[config.mk]
export PLATFORM = sky130hd
export DESIGN_NAME = lddt_window_score
export DESIGN_NICKNAME = d
export VERILOG_FILES = /design/src/rtl/core/lddt_pkg.sv /design/src/rtl/core/lddt_pair_eval.sv /design/src/rtl/core/lddt_div.sv /design/src/rtl/core/lddt_window_score.sv
export VERILOG_INCLUDE_DIRS = /design/src /design/src/rtl/core
export SDC_FILE = /design/constraint.sdc
export NUM_CORES = 1
export LEC_CHECK = 0
export BUFFER_PORTS_ARGS = -buffer_cell sky130_fd_sc_hd__buf_2
export CAP_MARGIN = 20
export CORE_MARGIN = 2
export CORE_UTILIZATION = 40
export DETAILED_ROUTE_END_ITERATION = 6
export PLACE_DENSITY = 0.7
export SYNTH_ARGS = -nofsm -noshare
export SYNTH_HDL_FRONTEND = slang
export SYNTH_SLANG_ARGS = --single-unit
[constraint.sdc]
create_clock -name aclk -period 4.49 [get_ports aclk]
set_input_delay 0.449 -clock aclk [delete_from_list [all_inputs] [get_ports aclk]]
set_output_delay 0.449 -clock aclk [all_outputs]
set_load 0.1 [all_outputs]
[src/rtl/core/lddt_window_score_defines.svh]
// Assertion macros shared by the lDDT window score RTL.
// Included by lddt_window_score, which carries the concurrent checks; no other dependencies.
`ifndef LDDT_WINDOW_SCORE_DEFINES_SVH
`define LDDT_WINDOW_SCORE_DEFINES_SVH

// Same-cycle implication, disabled while reset is low
`define LDDT_ASSERT_IMP(label, clk, rstn, ante, cons) \
    label: assert property (@(posedge clk) disable iff (!(rstn)) (ante) |-> (cons)) \
        else $error("lddt check failed: same-cycle implication");

// Next-cycle implication, disabled while reset is low
`define LDDT_ASSERT_NEXT(label, clk, rstn, ante, cons) \
    label: assert property (@(posedge clk) disable iff (!(rstn)) (ante) |=> (cons)) \
        else $error("lddt check failed: next-cycle implication");

`endif

[src/rtl/core/lddt_pkg.sv]
// Shared constants, types and register indexes for the lDDT window score block.
// No dependencies; imported by every module of the block.
`timescale 1ns / 1ps

package lddt_pkg;

    localparam int DIST_W     = 16;
    localparam int DIGIT_W    = 4;
    localparam int NUM_DIGITS = DIST_W / DIGIT_W;
    localparam int DIG_CNT_W  = $clog2(NUM_DIGITS);

    localparam int NUM_TOL    = 4;
    localparam int MAX_PAIRS  = 4095;
    localparam int TALLY_W    = 12;
    localparam int PRES_W     = 14;
    localparam int MET_W      = $clog2(NUM_TOL + 1);

    localparam int SCORE_W    = 16;
    localparam int QUO_W      = SCORE_W + 1;
    localparam int QUO_CNT_W  = $clog2(QUO_W);
    localparam int DEN_W      = $clog2(NUM_TOL * MAX_PAIRS + 1);

    localparam int CFG_IDX_W  = 3;
    localparam logic [CFG_IDX_W-1:0] CFG_RADIUS = 3'd0;
    localparam logic [CFG_IDX_W-1:0] CFG_TOL_A  = 3'd1;
    localparam logic [CFG_IDX_W-1:0] CFG_TOL_B  = 3'd2;
    localparam logic [CFG_IDX_W-1:0] CFG_TOL_C  = 3'd3;
    localparam logic [CFG_IDX_W-1:0] CFG_TOL_D  = 3'd4;

    typedef logic [NUM_TOL-1:0][DIST_W-1:0] tol_arr_t;

    // Result of one serial pair evaluation
    typedef struct packed {
        logic             valid;
        logic             in_radius;
        logic [MET_W-1:0] met;
    } eval_res_t;

    // Result of one window division
    typedef struct packed {
        logic               valid;
        logic [SCORE_W-1:0] score;
        logic [TALLY_W-1:0] tally;
    } div_res_t;

endpackage

[src/rtl/core/lddt_pair_eval.sv]
// Digit-serial pair evaluator: absolute distance difference against the
// tolerances and query distance against the radius, one digit per cycle.
// Depends on lddt_pkg.
`timescale 1ns / 1ps

module lddt_pair_eval
    import lddt_pkg::*;
(
    input  logic              aclk,
    input  logic              aresetn,
    input  logic              start,
    input  logic [DIST_W-1:0] dist_query,
    input  logic [DIST_W-1:0] dist_other,
    input  logic [DIST_W-1:0] radius,
    input  tol_arr_t          tol,
    output eval_res_t         res
);

    logic                 busy_reg, busy_next;
    logic [DIG_CNT_W-1:0] cnt_reg, cnt_next;
    logic [DIST_W-1:0]    dq_sr_reg, dq_sr_next;
    logic [DIST_W-1:0]    doth_sr_reg, doth_sr_next;
    logic [DIST_W-1:0]    rad_sr_reg, rad_sr_next;
    tol_arr_t             tol_sr_reg, tol_sr_next;
    logic                 b1_reg, b1_next;
    logic                 b2_reg, b2_next;
    logic                 le_rad_reg, le_rad_next;
    logic [NUM_TOL-1:0]   le1_reg, le1_next;
    logic [NUM_TOL-1:0]   le2_reg, le2_next;
    eval_res_t            res_reg, res_next;

    logic [DIGIT_W-1:0]   dq_d, doth_d, rad_d, dig1, dig2;
    logic [DIGIT_W:0]     s1, s2;
    logic                 last_digit;
    logic [MET_W-1:0]     met_cnt;

    // LSB-first "a <= b" update for one digit
    function automatic logic digit_le(input logic [DIGIT_W-1:0] a,
                                      input logic [DIGIT_W-1:0] b,
                                      input logic prev);
        logic r;
        if (a < b) begin
            r = 1'b1;
        end else if (a > b) begin
            r = 1'b0;
        end else begin
            r = prev;
        end
        return r;
    endfunction

    assign dq_d   = dq_sr_reg[DIGIT_W-1:0];
    assign doth_d = doth_sr_reg[DIGIT_W-1:0];
    assign rad_d  = rad_sr_reg[DIGIT_W-1:0];

    // Both subtraction directions, one digit with borrow
    assign s1   = {1'b0, dq_d} - {1'b0, doth_d} - {{DIGIT_W{1'b0}}, b1_reg};
    assign s2   = {1'b0, doth_d} - {1'b0, dq_d} - {{DIGIT_W{1'b0}}, b2_reg};
    assign dig1 = s1[DIGIT_W-1:0];
    assign dig2 = s2[DIGIT_W-1:0];

    assign last_digit = (cnt_reg == DIG_CNT_W'(NUM_DIGITS - 1));

    always_comb begin
        busy_next    = busy_reg;
        cnt_next     = cnt_reg;
        dq_sr_next   = dq_sr_reg;
        doth_sr_next = doth_sr_reg;
        rad_sr_next  = rad_sr_reg;
        tol_sr_next  = tol_sr_reg;
        b1_next      = b1_reg;
        b2_next      = b2_reg;
        le_rad_next  = le_rad_reg;
        le1_next     = le1_reg;
        le2_next     = le2_reg;
        res_next     = res_reg;
        res_next.valid = 1'b0;
        met_cnt      = '0;

        if (start) begin
            // load operands, comparisons start as "equal so far"
            busy_next    = 1'b1;
            cnt_next     = '0;
            dq_sr_next   = dist_query;
            doth_sr_next = dist_other;
            rad_sr_next  = radius;
            tol_sr_next  = tol;
            b1_next      = 1'b0;
            b2_next      = 1'b0;
            le_rad_next  = 1'b1;
            le1_next     = '1;
            le2_next     = '1;
        end else if (busy_reg) begin
            // advance one digit
            b1_next     = s1[DIGIT_W];
            b2_next     = s2[DIGIT_W];
            le_rad_next = digit_le(dq_d, rad_d, le_rad_reg);
            for (int k = 0; k < NUM_TOL; k++) begin
                le1_next[k] = digit_le(dig1, tol_sr_reg[k][DIGIT_W-1:0], le1_reg[k]);
                le2_next[k] = digit_le(dig2, tol_sr_reg[k][DIGIT_W-1:0], le2_reg[k]);
                tol_sr_next[k] = tol_sr_reg[k] >> DIGIT_W;
            end
            dq_sr_next   = dq_sr_reg >> DIGIT_W;
            doth_sr_next = doth_sr_reg >> DIGIT_W;
            rad_sr_next  = rad_sr_reg >> DIGIT_W;
            cnt_next     = cnt_reg + 1'b1;

            if (last_digit) begin
                // final borrow of query minus other picks the difference direction
                for (int k = 0; k < NUM_TOL; k++) begin
                    met_cnt = met_cnt + MET_W'(s1[DIGIT_W] ? le2_next[k] : le1_next[k]);
                end
                busy_next          = 1'b0;
                res_next.valid     = 1'b1;
                res_next.in_radius = le_rad_next;
                res_next.met       = met_cnt;
            end
        end
    end

    always_ff @(posedge aclk) begin
        if (!aresetn) begin
            busy_reg  <= 1'b0;
            cnt_reg   <= '0;
            res_reg   <= '0;
        end else begin
            busy_reg  <= busy_next;
            cnt_reg   <= cnt_next;
            res_reg   <= res_next;
        end
    end

    always_ff @(posedge aclk) begin
        dq_sr_reg   <= dq_sr_next;
        doth_sr_reg <= doth_sr_next;
        rad_sr_reg  <= rad_sr_next;
        tol_sr_reg  <= tol_sr_next;
        b1_reg      <= b1_next;
        b2_reg      <= b2_next;
        le_rad_reg  <= le_rad_next;
        le1_reg     <= le1_next;
        le2_reg     <= le2_next;
    end

    assign res = res_reg;

endmodule

[src/rtl/core/lddt_div.sv]
// Bit-serial restoring divider: preserved sum * 2^16 / (NUM_TOL * tally),
// one quotient bit per cycle, saturated to the score width.
// Depends on lddt_pkg.
`timescale 1ns / 1ps

module lddt_div
    import lddt_pkg::*;
(
    input  logic               aclk,
    input  logic               aresetn,
    input  logic               start,
    input  logic [PRES_W-1:0]  pres,
    input  logic [TALLY_W-1:0] tally,
    output div_res_t           res
);

    logic                 busy_reg, busy_next;
    logic                 valid_reg, valid_next;
    logic [QUO_CNT_W-1:0] cnt_reg, cnt_next;
    logic [DEN_W-1:0]     rem_reg, rem_next;
    logic [DEN_W-1:0]     den_reg, den_next;
    logic [QUO_W-1:0]     dsr_reg, dsr_next;
    logic [QUO_W-1:0]     q_reg, q_next;
    logic [TALLY_W-1:0]   tally_reg, tally_next;

    logic [DEN_W:0]       r_sh;
    logic                 ge;

    // Shift in the next dividend bit and trial-subtract
    assign r_sh = {rem_reg, dsr_reg[QUO_W-1]};
    assign ge   = (r_sh >= {1'b0, den_reg});

    always_comb begin
        busy_next  = busy_reg;
        valid_next = 1'b0;
        cnt_next   = cnt_reg;
        rem_next   = rem_reg;
        den_next   = den_reg;
        dsr_next   = dsr_reg;
        q_next     = q_reg;
        tally_next = tally_reg;

        if (start) begin
            tally_next = tally;
            den_next   = DEN_W'(tally) * DEN_W'(NUM_TOL);
            // top bits of the dividend already sit below the divisor
            rem_next   = DEN_W'(pres >> 1);
            dsr_next   = {pres[0], {(QUO_W-1){1'b0}}};
            q_next     = '0;
            cnt_next   = '0;
            if (tally == '0) begin
                valid_next = 1'b1;
            end else begin
                busy_next  = 1'b1;
            end
        end else if (busy_reg) begin
            rem_next = ge ? DEN_W'(r_sh - {1'b0, den_reg}) : DEN_W'(r_sh);
            q_next   = {q_reg[QUO_W-2:0], ge};
            dsr_next = dsr_reg << 1;
            cnt_next = cnt_reg + 1'b1;
            if (cnt_reg == QUO_CNT_W'(QUO_W - 1)) begin
                busy_next  = 1'b0;
                valid_next = 1'b1;
            end
        end
    end

    always_ff @(posedge aclk) begin
        if (!aresetn) begin
            busy_reg  <= 1'b0;
            valid_reg <= 1'b0;
            cnt_reg   <= '0;
        end else begin
            busy_reg  <= busy_next;
            valid_reg <= valid_next;
            cnt_reg   <= cnt_next;
        end
    end

    always_ff @(posedge aclk) begin
        rem_reg   <= rem_next;
        den_reg   <= den_next;
        dsr_reg   <= dsr_next;
        q_reg     <= q_next;
        tally_reg <= tally_next;
    end

    // Saturate a full score of one
    assign res.valid = valid_reg;
    assign res.score = q_reg[QUO_W-1] ? {SCORE_W{1'b1}} : q_reg[SCORE_W-1:0];
    assign res.tally = tally_reg;

endmodule

[src/rtl/core/lddt_window_score.sv]
// lddt_window_score: windowed lDDT score over a stream of residue-pair distances.
// Input stream (s_*): one pair per transfer; tdata holds dist_query and dist_other,
// tuser the two presence flags, tlast marks the last pair of a window.
// Output stream (m_*): one transfer per window, window_score (Q0.16) and pairs_seen.
// Config channel (cfg_*): register index and 16-bit data, always ready; write only
// while the block is idle.
// Each pair is evaluated digit-serially, 4 bits per cycle over 4 digits. The operands
// are loaded, the digits evaluated and the sums folded before the next pair is taken.
// A last pair adds a divider load, a bit-serial division of 17 quotient bits and a
// hand-off through ST_OUT; m_tvalid rises with the result in the output register,
// and s_tready returns in the same cycle.
// The output register lets the next window's pairs be accepted while a result
// waits; if the receiver still stalls when the following window's result is ready,
// that result stays in the divider and s_tready stays low until the register frees.
// Reset (aresetn low, synchronous) clears the sums, drops any pending result and
// restores the registers: radius 3840, tolerances 128, 256, 512, 1024.
// Pairs beyond 4095 in one window are ignored; a window score of one saturates
// to 65535.
`timescale 1ns / 1ps
`include "lddt_window_score_defines.svh"

module lddt_window_score
    import lddt_pkg::*;
(
    input  logic                 aclk,
    input  logic                 aresetn,
    // input pairs
    input  logic                 s_tvalid,
    output logic                 s_tready,
    input  logic [31:0]          s_tdata,   // [15:0] dist_query, [31:16] dist_other
    input  logic [1:0]           s_tuser,   // [0] query_present, [1] other_present
    input  logic                 s_tlast,   // last_pair
    // window results
    output logic                 m_tvalid,
    input  logic                 m_tready,
    output logic [31:0]          m_tdata,   // [15:0] window_score, [27:16] pairs_seen, [31:28] zero
    // configuration writes
    input  logic                 cfg_valid,
    output logic                 cfg_ready,
    input  logic [CFG_IDX_W-1:0] cfg_index,
    input  logic [DIST_W-1:0]    cfg_data
);

    localparam logic [1:0] ST_IDLE = 2'd0;
    localparam logic [1:0] ST_EVAL = 2'd1;
    localparam logic [1:0] ST_DIV  = 2'd2;
    localparam logic [1:0] ST_OUT  = 2'd3;

    logic [1:0]         state_reg, state_next;
    logic [DIST_W-1:0]  radius_reg;
    tol_arr_t           tol_reg;
    logic [PRES_W-1:0]  pres_reg, pres_next;
    logic [TALLY_W-1:0] tally_reg, tally_next;
    logic               both_reg, last_reg, counts_reg;
    logic               m_valid_reg, m_valid_next;
    logic [31:0]        m_data_reg, m_data_next;

    logic               s_xfer, cfg_xfer;
    eval_res_t          eval_res;
    div_res_t           div_res;
    logic               div_start;
    logic [TALLY_W-1:0] tally_upd;
    logic [PRES_W-1:0]  pres_upd;
    logic [PRES_W:0]    pres_sum;
    logic [MET_W-1:0]   pres_add;

    assign s_tready  = (state_reg == ST_IDLE);
    assign s_xfer    = s_tvalid && s_tready;
    assign cfg_ready = 1'b1;
    assign cfg_xfer  = cfg_valid && cfg_ready;

    // Configuration registers
    always_ff @(posedge aclk) begin
        if (!aresetn) begin
            radius_reg <= 16'd3840;
            tol_reg[0] <= 16'd128;
            tol_reg[1] <= 16'd256;
            tol_reg[2] <= 16'd512;
            tol_reg[3] <= 16'd1024;
        end else if (cfg_xfer) begin
            case (cfg_index)
                CFG_RADIUS: radius_reg <= cfg_data;
                CFG_TOL_A:  tol_reg[0] <= cfg_data;
                CFG_TOL_B:  tol_reg[1] <= cfg_data;
                CFG_TOL_C:  tol_reg[2] <= cfg_data;
                CFG_TOL_D:  tol_reg[3] <= cfg_data;
                default: ;
            endcase
        end
    end

    lddt_pair_eval u_eval (
        .aclk       (aclk),
        .aresetn    (aresetn),
        .start      (s_xfer),
        .dist_query (s_tdata[15:0]),
        .dist_other (s_tdata[31:16]),
        .radius     (radius_reg),
        .tol        (tol_reg),
        .res        (eval_res)
    );

    // Fold the evaluated pair into the window sums
    assign pres_add  = (counts_reg && both_reg && eval_res.in_radius) ? eval_res.met : '0;
    assign pres_sum  = {1'b0, pres_reg} + (PRES_W + 1)'(pres_add);
    assign pres_upd  = pres_sum[PRES_W] ? {PRES_W{1'b1}} : pres_sum[PRES_W-1:0];
    assign tally_upd = counts_reg ? (tally_reg + 1'b1) : tally_reg;
    assign div_start = (state_reg == ST_EVAL) && eval_res.valid && last_reg;

    lddt_div u_div (
        .aclk    (aclk),
        .aresetn (aresetn),
        .start   (div_start),
        .pres    (pres_upd),
        .tally   (tally_upd),
        .res     (div_res)
    );

    always_comb begin
        state_next   = state_reg;
        pres_next    = pres_reg;
        tally_next   = tally_reg;
        m_valid_next = m_valid_reg;
        m_data_next  = m_data_reg;

        // drop the result once the receiver takes it
        if (m_valid_reg && m_tready) begin
            m_valid_next = 1'b0;
        end

        case (state_reg)
            ST_IDLE: begin
                if (s_xfer) begin
                    state_next = ST_EVAL;
                end
            end
            ST_EVAL: begin
                if (eval_res.valid) begin
                    if (last_reg) begin
                        // divider holds its own copy; clear the window
                        pres_next  = '0;
                        tally_next = '0;
                        state_next = ST_DIV;
                    end else begin
                        pres_next  = pres_upd;
                        tally_next = tally_upd;
                        state_next = ST_IDLE;
                    end
                end
            end
            ST_DIV: begin
                if (div_res.valid) begin
                    state_next = ST_OUT;
                end
            end
            ST_OUT: begin
                if (!m_valid_reg || m_tready) begin
                    m_valid_next = 1'b1;
                    m_data_next  = {4'b0, div_res.tally, div_res.score};
                    state_next   = ST_IDLE;
                end
            end
            default: state_next = ST_IDLE;
        endcase
    end

    always_ff @(posedge aclk) begin
        if (!aresetn) begin
            state_reg   <= ST_IDLE;
            pres_reg    <= '0;
            tally_reg   <= '0;
            m_valid_reg <= 1'b0;
        end else begin
            state_reg   <= state_next;
            pres_reg    <= pres_next;
            tally_reg   <= tally_next;
            m_valid_reg <= m_valid_next;
        end
    end

    // Hold the accepted pair's flags and the output payload
    always_ff @(posedge aclk) begin
        if (s_xfer) begin
            both_reg   <= s_tuser[0] && s_tuser[1];
            last_reg   <= s_tlast;
            counts_reg <= (tally_reg < TALLY_W'(MAX_PAIRS));
        end
        m_data_reg <= m_data_next;
    end

    assign m_tvalid = m_valid_reg;
    assign m_tdata  = m_data_reg;

    `LDDT_ASSERT_NEXT(a_accept_starts_eval, aclk, aresetn, s_xfer, state_reg == ST_EVAL)
    `LDDT_ASSERT_IMP(a_eval_res_in_eval, aclk, aresetn, eval_res.valid, state_reg == ST_EVAL)
    `LDDT_ASSERT_IMP(a_div_res_in_div, aclk, aresetn, div_res.valid, state_reg == ST_DIV)
    `LDDT_ASSERT_IMP(a_tally_bound, aclk, aresetn, 1'b1, tally_reg <= TALLY_W'(MAX_PAIRS))
    `LDDT_ASSERT_IMP(a_pres_bound, aclk, aresetn, 1'b1,
        (PRES_W + 2)'(pres_reg) <= (PRES_W + 2)'(tally_reg) * (PRES_W + 2)'(NUM_TOL))

endmodule

# [Word level (Yosys, flattened, before mapping)]
# Index checks and enable logic that the tools add are counted.
[word_totals] out_inout_bits=35 memories=0 rom_bits=0 elab_cells=191 ram_bits=0 ff_bits=322 latchBits=0 in_bits=59
[op_classes] order_cmp=20 multipliers=0 addsub=12 n_eq_ne=14 muxes=77 div_mod_pow=0 reduce_logical=26 bitwise_logic=3 shifts=0
[op_table] op="two-way mux 64 bit" count=2
[op_table] op="two-way mux 16 bit" count=6
[op_table] op="two-way mux 1 bit" count=52
[op_table] op="two-way mux 14 bit" count=3
[op_table] op="greater-than comparator 4 bit" count=9
[op_table] op="< comparator 4 bit" count=9
[op_table] op="two-way mux 17 bit" count=2
[op_table] op="two-way mux 13 bit" count=2
[op_table] op="two-way mux 12 bit" count=2
[op_table] op="adder 14 x 3 -> 15 bit" count=1
[op_table] op=">= comparator 15 x 14 -> 1 bit" count=1
[op_table] op="AND reduction 2 bit" count=7
[op_table] op="subtractor 14 bit" count=1
[op_table] op="adder 12 x 1 -> 12 bit, second input constant" count=1
[op_table] op="zero test 12 bit" count=1
[op_table] op="< comparator 12 bit, second input constant" count=1
[op_table] op="two-way mux 2 bit" count=5
[op_table] op="subtractor 4 x 4 -> 5 bit" count=2
[op_table] op="subtractor 5 x 1 -> 5 bit" count=2
[op_table] op="adder 3 bit" count=3
[op_table] op="one-hot mux 2 bit (4 select lines)" count=1
[op_table] op="logical AND 1 bit" count=7
[op_table] op="equality test 2 bit, second input constant" count=3
[op_table] op="equality test 3 x 2 -> 1 bit, second input constant" count=2
[op_table] op="other kinds (20)" count=27

# [Logic depth before layout (Yosys ltp)]
# Gate-level depths: netlist of the first run.
[logic_depth] depth_word=12 ltp_mapped=14 mapped_depth_nobuf=14

# [Cells and area by module]
# From an unflattened synthesis of the first run, not the netlist that was laid out.
[unflattened] cells_unflattened=1379 area_unflattened_um2=14995.6
[modules_own_cells] module="lddt_pair_eval" cells_each=457 area_each_um2=6475.0 seq_area_each_um2=3743.6 n_inst=1
[modules_own_cells] module="lddt_window_score" cells_each=649 area_each_um2=5730.5 seq_area_each_um2=3113.0 n_inst=1
[modules_own_cells] module="lddt_div" cells_each=273 area_each_um2=2790.2 seq_area_each_um2=1281.2 n_inst=1

# [Worst setup path after synthesis of the first run]
# OpenSTA, ideal clock, no wires.
[synth_timing] path_kind="reg-to-reg" startpoint="register u_eval.busy_reg" endpoint="register u_eval.doth_sr_reg[0], enable pin" setup_ns=0.490 stages_incl_launch_ff=4 t_required_ns=4.000 period_less_slack_ns=4.293 slack_ns=0.197 arrival_ns=3.802 n_path_buf=2 cell_sequence="dfxtp_1 -> clkbuf_1 -> buf_1 -> nand2b_1"
[synth_via] elab_chain_cells=1
[synth_rtl] item="start: declaration" line="lddt_pair_eval.sv:19" rtl="logic busy_reg, busy_next;"
[synth_rtl] item="start signal: assignment" line="lddt_pair_eval.sv:127" rtl="busy_reg <= busy_next;"
[synth_rtl] item="nonzero test 2 bit (no source line)"
[synth_rtl] item="end signal: assignment" line="lddt_pair_eval.sv:135" rtl="doth_sr_reg <= doth_sr_next;"
[synth_rtl] item="end: declaration" line="lddt_pair_eval.sv:22" rtl="logic [DIST_W-1:0] doth_sr_reg, doth_sr_next;"
# Every way passes these cells.
# A chain may end at the register's enable or synchronous reset.

# [Worst setup path in the final report of the first run]
[layout_timing] startpoint="register u_eval.doth_sr_reg[0]" endpoint="register u_eval.res_reg (netlist bit u_eval.res[1])"
[layout_via] elab_chain_cells=11 elab_cells_between_ends=59 cone_classes="add/sub: 7; order compare: 16; mux: 36"
[layout_rtl] item="subtractor 4 x 4 -> 5 bit, on equally long branches" line="lddt_pair_eval.sv:57, lddt_pair_eval.sv:58"
[layout_rtl] item="subtractor 5 x 1 -> 5 bit, on equally long branches" line="lddt_pair_eval.sv:57, lddt_pair_eval.sv:58"
[layout_rtl] item="greater-than comparator 4 bit" line="lddt_pair_eval.sv:44" rtl="end else if (a > b) begin"
[layout_rtl] item="two-way mux 1 bit" line="lddt_pair_eval.sv:44"
[layout_rtl] item="two-way mux 1 bit" line="lddt_pair_eval.sv:42" rtl="if (a < b) begin"
[layout_rtl] item="two-way mux 1 bit" line="lddt_pair_eval.sv:93" rtl="end else if (busy_reg) begin"
[layout_rtl] item="two-way mux 1 bit" line="lddt_pair_eval.sv:80" rtl="if (start) begin"
[layout_rtl] item="two-way mux 1 bit" line="lddt_pair_eval.sv:111" rtl="met_cnt = met_cnt + MET_W'(s1[DIGIT_W] ? le2_next[k] : le1_next[k]);"
[layout_rtl] item="adder 3 bit (2 in series)" line="lddt_pair_eval.sv:111"
[layout_rtl] item="adder 3 bit *" line="lddt_pair_eval.sv:111"
[layout_rtl] item="end signal: assignment" line="lddt_pair_eval.sv:129" rtl="res_reg <= res_next;"
[layout_rtl] item="end: declaration" line="lddt_pair_eval.sv:30" rtl="eval_res_t res_reg, res_next;"
# Mark *: on every way between the ends. The rest lies on a longest branch, timed or not. The select of a mux whose other input is x is not followed.

==> run summary, run 1 <==
FP Rows: 70
Worst flop-to-flop path endpoint: u_eval.res[1]
Worst Setup End Kind: flop
WL final: 32600 µm
#FFs+latches synth: 322
Vias in the first global route: 10500
TritonCTS clock tree: done
Count of final hold-check violations: 0
Total Nets Final: 1744
Cell area after synthesis: 15000 µm²
Arrival time worst endpoint: 4.35 ns
Inserted Clock Buffers: 35
Most used flip-flop cell after synthesis: edfxtp_1
Clock root buffer: clkbuf_16
# clock sinks: 322
Drt drc: 0
Largest cells by area after synthesis: edfxtp_1, dfxtp_1, nand2_1, ha_1, a21boi_0
Path depth of the worst reg2reg path: 14
Critical R2R Launch: u_eval.doth_sr_reg[0]
Ys Warns: 0
Antenna violations before repair: 0
Port buffer count: 88
CP startpoint: u_eval.doth_sr_reg[0]
First-pass GRT wire length: 53000 µm
Peak Freq: 0.253 GHz
Drt wl/cell: 15.4 µm
DRT iter0 DRCs: 661
Hold_buf cts: 0
Routed Antenna Nets: 0
Synth cell count leaders: nand2_1, edfxtp_1, dfxtp_1
# Max-Cap Violations: 0
Htree depth: 2
Ys async rst share: 0
GPL Wtd Cong: 0.865
Skew-Pair Late Insertion Delay: 0.53 ns
Post-CTS resize count: 0
Seq. cell area: 8140 µm²
Crit-path max FO: 4
Layout area overhead: 13.3%
Max Slew Vio Count: 0
Vias per cell: 5.07
Setup Crit Path Kind: reg2reg
Die Ht: 198 µm
RSZ-0062 raised after global routing: false
Peak supply drop: 0.303 mV
# fillers: 3463
Setup Fix Bufs, Post-CTS: 0
Hpwl dp: 21500 µm
Setup violators final: 0
Mapped Cells: 1550
Worst-path clk slew: 0.06 ns
Post-Syn Area per Cell: 9.69 µm²
Layout cells sized above 1: 0.120
Final min period: 3.95 ns
Clock Tree Buf Depth: 3
Power Density: 430 nW/µm²
Slew HR: 0.309
Starting density of the core: 0.408
WP data required: 4.89 ns
Full die area: 39100 µm²
Multi-input combinational cell area: 6360 µm²
Final worst-path cycle share: 0.880
Most area-hungry cell type in the Yosys netlist: edfxtp_1
Post-synth EDFFs: 169
Total number of vias: 10700
GRT Resource Usage Total: 0.168
TNS Setup: 0 ns
Crit path capture: u_eval.res[1]
Clk_skew: 0.0207 ns
Cell with the most instances after synthesis: nand2_1
Post-synth cell types: 58
Synth top area share: 0.338
Setup crit start kind: flop
Status: complete, no violations
Core Util, Final: 0.463
FF-to-FF setup slack: 0.54 ns
Min-delay worst type: in2reg
Overflow after GRT: 0
Sequential share of the synthesized area: 0.542
Largest net degree at the start of global routing: 84
Io pins: 94
Core box area: 36800 µm²
Chip Width: 198 µm
Worst-Margin Slew: 1.03 ns
LEAKAGE: 0.00696 µW
Ant diodes: 0
First-pass detailed-route iteration total: 5
-- area by class of cell --
cell class,count,area share
inverter,56,0.0124
clock buffer,48,0.0586
tap,468,0.0344
sequential,322,0.478
timing repair buffer,105,0.0356
multi-input combinational,1093,0.374
clock inverter,16,0.00706
-- worst min path at each step --
stage                             from     endpoint  slack, ns  depth (start not counted)
finish                         s_tlast     last_reg       0.13                          1
floorplan           u_div.tally_reg[2]  m_tdata[18]       0.43                          0
global route                   s_tlast     last_reg       0.11                          1
CTS                            s_tlast     last_reg       0.11                          1
global placement    u_div.tally_reg[8]  m_tdata[24]       0.44                          0
detailed placement  u_div.tally_reg[6]  m_tdata[22]       0.43                          0
-- worst max-delay path, cell delays in order (launching register included) --
cell and delay, ns:
edfxtp_1 0.38, inv_1 0.08, fa_1 0.44, fa_1 0.42, xor2_1 0.44, ha_1 0.34, o21a_1 0.11, o21a_1 0.16
o22ai_1 0.18, mux2_2 0.20, fa_1 0.42, ha_1 0.21, ha_1 0.27, mux2i_1 0.14, nor2b_1 0.06
-- routing by layer --
layer  up-vias  share of wire  GRT usage
li1       5370              -          -
met1      5035           0.44      0.207
met2       228           0.49      0.302
met3        50          0.042     0.0288
met4         0          0.023     0.0496
met5         -              0          0
-- cell usage in the layout (no fill, tap or decap), drive strengths merged, types with 5 or more instances in the layout --
master / count
nor2: 58
dfxtp: 153
nand4: 11
xnor2: 23
fa: 7
ha: 65
a21boi: 80
o22ai: 9
buf: 105
a211oi: 7
conb: 5
o21a: 24
or2: 20
a31oi: 10
clkinv: 12
nand2: 486
mux2i: 32
nand2b: 7
and2: 14
edfxtp: 169
nand3: 38
and3: 42
clkbuf: 48
a21oi: 25
xor2: 16
nor2b: 30
or3: 6
mux2: 5
inv: 58
a22oi: 11
a21o: 6
o21ai: 24
-- power by group --
group          internal [µW]  switching (µW)  total [µW]
Sequential              3290            66.2        3360
Combinational            504             680        1180
Clock                   1620            1160        2780
Total                   5420            1910        7320
-- kinds of logic after synthesis --
group                    share of synthesized area
XOR/XNOR                                    0.0227
buffers and inverters                       0.0365
multiplexers                                0.0266
adder cells (fa/ha/maj)                     0.0635
AO/OA/AOI/OAI                               0.0967
other                                     0.000500
AND/OR/NAND/NOR                              0.212
flip-flops                                   0.542
-- stage by stage --
stage / power, µW / hold WS [ns] / worst slack, ns / cell area (µm²) / instances
after detailed placement: 4600 / 0.433 / 0.541 / 15900 / 2043
after floorplan: 4290 / 0.426 / 0.197 / 15000 / 1553
after global routing: 7700 / 0.110 / 0.305 / 17000 / 2108
after global placement: 4550 / 0.440 / 0.640 / 15900 / 2043
final: 7320 / 0.129 / 0.541 / 17000 / 2108
after CTS: 7410 / 0.108 / 0.518 / 17000 / 2107
No activity file was read; power rests on OpenSTA's default activity.
==> inputs of run 2 (changes only) <==
--- a/config.mk
+++ b/config.mk
@@ -8,10 +8,13 @@
 export LEC_CHECK = 0
 export BUFFER_PORTS_ARGS = -buffer_cell sky130_fd_sc_hd__buf_2
 export CAP_MARGIN = 20
+export CELL_PAD_IN_SITES_DETAIL_PLACEMENT = 0
+export CELL_PAD_IN_SITES_GLOBAL_PLACEMENT = 1
 export CORE_MARGIN = 2
 export CORE_UTILIZATION = 40
 export DETAILED_ROUTE_END_ITERATION = 6
-export PLACE_DENSITY = 0.7
+export PLACE_DENSITY = 0.81
 export SYNTH_ARGS = -nofsm -noshare
 export SYNTH_HDL_FRONTEND = slang
+export SYNTH_HIERARCHICAL = 1
 export SYNTH_SLANG_ARGS = --single-unit
==> run 2 against run 1 <==
  * First-iteration DRC count decreased by 14%
  * Sequential power about the same
  * Count of clock-buffer cells in the layout stayed put
  * Via count decreased by 6.6%
  * Worst hold slack got worse by 0.0061 ns
  * Setup slack got worse by 0.068 ns
  * Fmax fell by 1.7%
  * Critical endpoint is now u_eval/res[1]
  * Largest power group unchanged
==> run summary, run 2 <==
Most used flip-flop cell after synthesis: edfxtp_1
Final worst-path cycle share: 0.895 (+0.0151)
Port buffer count: 88 (unchanged)
CP Cell Sequence: inv_1 -> fa_1 -> ha_1 -> a211oi_1 -> xnor2_1 -> ha_1 -> mux2i_1 -> a21oi_1 -> mux2_1 -> fa_1 -> inv_1 -> ha_1 -> ha_1 -> mux2i_1 -> nor2b_1
Post-synth cell types: 70 (+21%)
Overflow after GRT: 0 (unchanged)
Post-CTS resize count: 0 (unchanged)
DRT iter0 DRCs: 567 (-14%)
Post-synth EDFFs: 169 (unchanged)
Largest net degree at the start of global routing: 130 (+55%)
Largest cells by area after synthesis: edfxtp_1, dfxtp_1, mux2_2, ha_1, nand2_1
Most area-hungry cell type in the Yosys netlist: edfxtp_1
Vias per cell: 5.14 (+1.5%)
Min-delay worst type: in2reg
Ys Warns: 6 (+6)
First-pass GRT wire length: 50800 µm (-4.2%)
Setup crit start kind: flop
Sequential share of the synthesized area: 0.543 (+0.000678)
Clk_skew: 0.0208 ns (+0.000102 ns)
Status: complete, no violations
Peak Freq: 0.249 GHz (-1.7%)
Starting density of the core: 0.408 (-0.000510)
# Max-Cap Violations: 0 (unchanged)
Layout cells sized above 1: 0.198 (+0.0783)
Commonest cells after routing, fill and taps aside: nand2_1, edfxtp_1, dfxtp_1
Arrival time worst endpoint: 4.42 ns (+0.07 ns)
Worst-Margin Slew: 1.06 ns (+0.0237 ns)
Max layer used: met5
Setup Fix Bufs, Post-CTS: 0 (unchanged)
Slowest library cell on the worst path: fa_1
WP data required: 4.90 ns (about the same)
Buf/Inv on CP: 2 (+1)
Layout area overhead: 13.1%
Max Slew Vio Count: 0 (unchanged)
HP Start: s_tlast
Hold_buf cts: 0 (unchanged)
Cell area after synthesis: 15000 µm² (-0.13%)
Drt wl/cell: 16.4 µm (+6.2%)
Ys async rst share: 0 (unchanged)
Post-Syn Area per Cell: 10.9 µm² (+12%)
Mapped Cells: 1379 (-11%)
Design area: 17000 µm² (-0.32%)
Final min period: 4.02 ns (+0.0676 ns)
WL final: 31800 µm (-2.2%)
Core box area: 36800 µm² (unchanged)
Worst Setup End Kind: flop
Chip Width: 198 µm (about the same)
Core Util, Final: 0.461 (-0.00150)
Crit-path max FO: 4 (unchanged)
Io pins: 94 (unchanged)
GPL Wtd Cong: 0.839 (-3.0%)
#FFs+latches synth: 322 (unchanged)
# clock sinks: 322 (unchanged)
TritonCTS clock tree: done
Htree depth: 2 (unchanged)
Antenna violations before repair: 4 (+4)
Met3 wire len: 1670 µm (+22%)
TNS Setup: 0 ns (unchanged)
CP dominant cell by count: ha_1
Synth top area share: 0.338 (+0.000423)
Max incr delay on CP: 0.54 ns (+0.10 ns)
Setup violators final: 0 (unchanged)
Cell with the most instances after synthesis: nand2_1
Critical R2R Launch: u_eval/dq_sr_reg[0]
Clock Tree Buf Depth: 3 (unchanged)
Critical path's top delay family: adder cells
Total Nets Final: 1574 (-9.7%)
Synth cell count leaders: nand2_1, edfxtp_1, dfxtp_1
Total number of vias: 9983 (-6.6%)
Vias in the first global route: 9594 (-9.0%)
Routed Antenna Nets: 0 (unchanged)
First-pass detailed-route iteration total: 5 (unchanged)
Drt drc: 0 (unchanged)
Post-Place Cell Area: 15800 µm² (-0.51%)
Skew-Pair Late Insertion Delay: 0.53 ns (about the same)
Setup Crit Path Kind: reg2reg
Slew HR: 0.293 (-0.0159)
FP Rows: 70 (unchanged)
Worst-path clk slew: 0.06 ns (about the same)
Clock root buffer: clkbuf_16
LEAKAGE: 0.00651 µW (-6.5%)
Die Ht: 198 µm (about the same)
Met1 WL: 15100 µm (+5.0%)
Peak supply drop: 0.302 mV (-0.50%)
CP startpoint: u_eval/dq_sr_reg[0]
Hpwl dp: 20800 µm (-3.6%)
Full die area: 39100 µm² (-0.12%)
GRT Resource Usage Total: 0.162 (-0.00623)
RSZ-0062 raised after global routing: false
Power Density: 436 nW/µm² (+1.3%)
Commonest non-fill, non-tap cell in the layout: nand2_1
Count of final hold-check violations: 0 (unchanged)
Inserted Clock Buffers: 36 (+2.9%)
WL met2: 14300 µm (-11%)
==> run 2: layout make-up <==
cell class                      count  area, µm²
Fill cell                        3366      19800
Sequential cell                   322       8140
Multi-Input combinational cell    928       6320
Clock buffer                       48        976
Tap cell                          468        586
Timing Repair Buffer               97        541
Inverter                           58        218
Clock inverter                     18        183
Antenna cell                        2       5.00
==> run 2: path summary, 6_finish.rpt <==
path,endpoint,slack [ns],cells past startpoint
min reg2reg,tol_reg[13],0.45,2
min,last_reg,0.12,1
max,u_eval/res[1],0.47,15
max reg2reg,u_eval/res[1],0.47,15
==> run 2: kinds of logic (layout without fill, tap and decap cells) <==
logic type                 after synthesis  count (layout)  share of synthesized area
DFF                                    322             322                      0.543
other                                    2               7                   0.000501
buffers and inverters                  132             221                     0.0375
xor gates and xnor gates                37              37                     0.0221
muxes                                  127             127                     0.0925
AOI/OAI and AO/OA                      223             223                     0.0894
adders and majority gates               72              72                     0.0636
and+or+nand+nor                        464             464                      0.152
==> run 2: worst register-to-register path: cells and delay by family, from the launching register on <==
kind,cells,cell delay (ns)
flops,1,0.38
fa+ha+maj,6,2.08
mux,3,0.62
simple gates,1,0.06
buf+inv,2,0.13
compound gates,2,0.36
xor+xnor,1,0.27
==> run 2: layer usage <==
layer | global-route usage | vias up
met5 | 0 | -
met3 | 0.0287 | 52
met2 | 0.254 | 230
met4 | 0.0490 | 6
met1 | 0.229 | 4699
li1 | - | 4996
==> run 2: where the power goes <==
part / total, µW / internal [µW] / leakage (µW) / switching [µW]
sequential: 3370 / 3290 / 0.00285 / 76.1
combinational: 1150 / 503 / 0.00309 / 648
clock: 2880 / 1670 / 0.000563 / 1210
==> run 2: per-stage QoR <==
step           power, µW  setup slack (ns)  instances  hold slack (ns)
6_report            7400             0.473       1941            0.123
2_1_floorplan       4280             0.759       1382            0.426
5_1_grt             7760             0.220       1939            0.109
4_1_cts             7470             0.453       1939            0.101
3_5_place_dp        4580             0.472       1873            0.442
3_3_place_gp        4540             0.508       1872            0.437
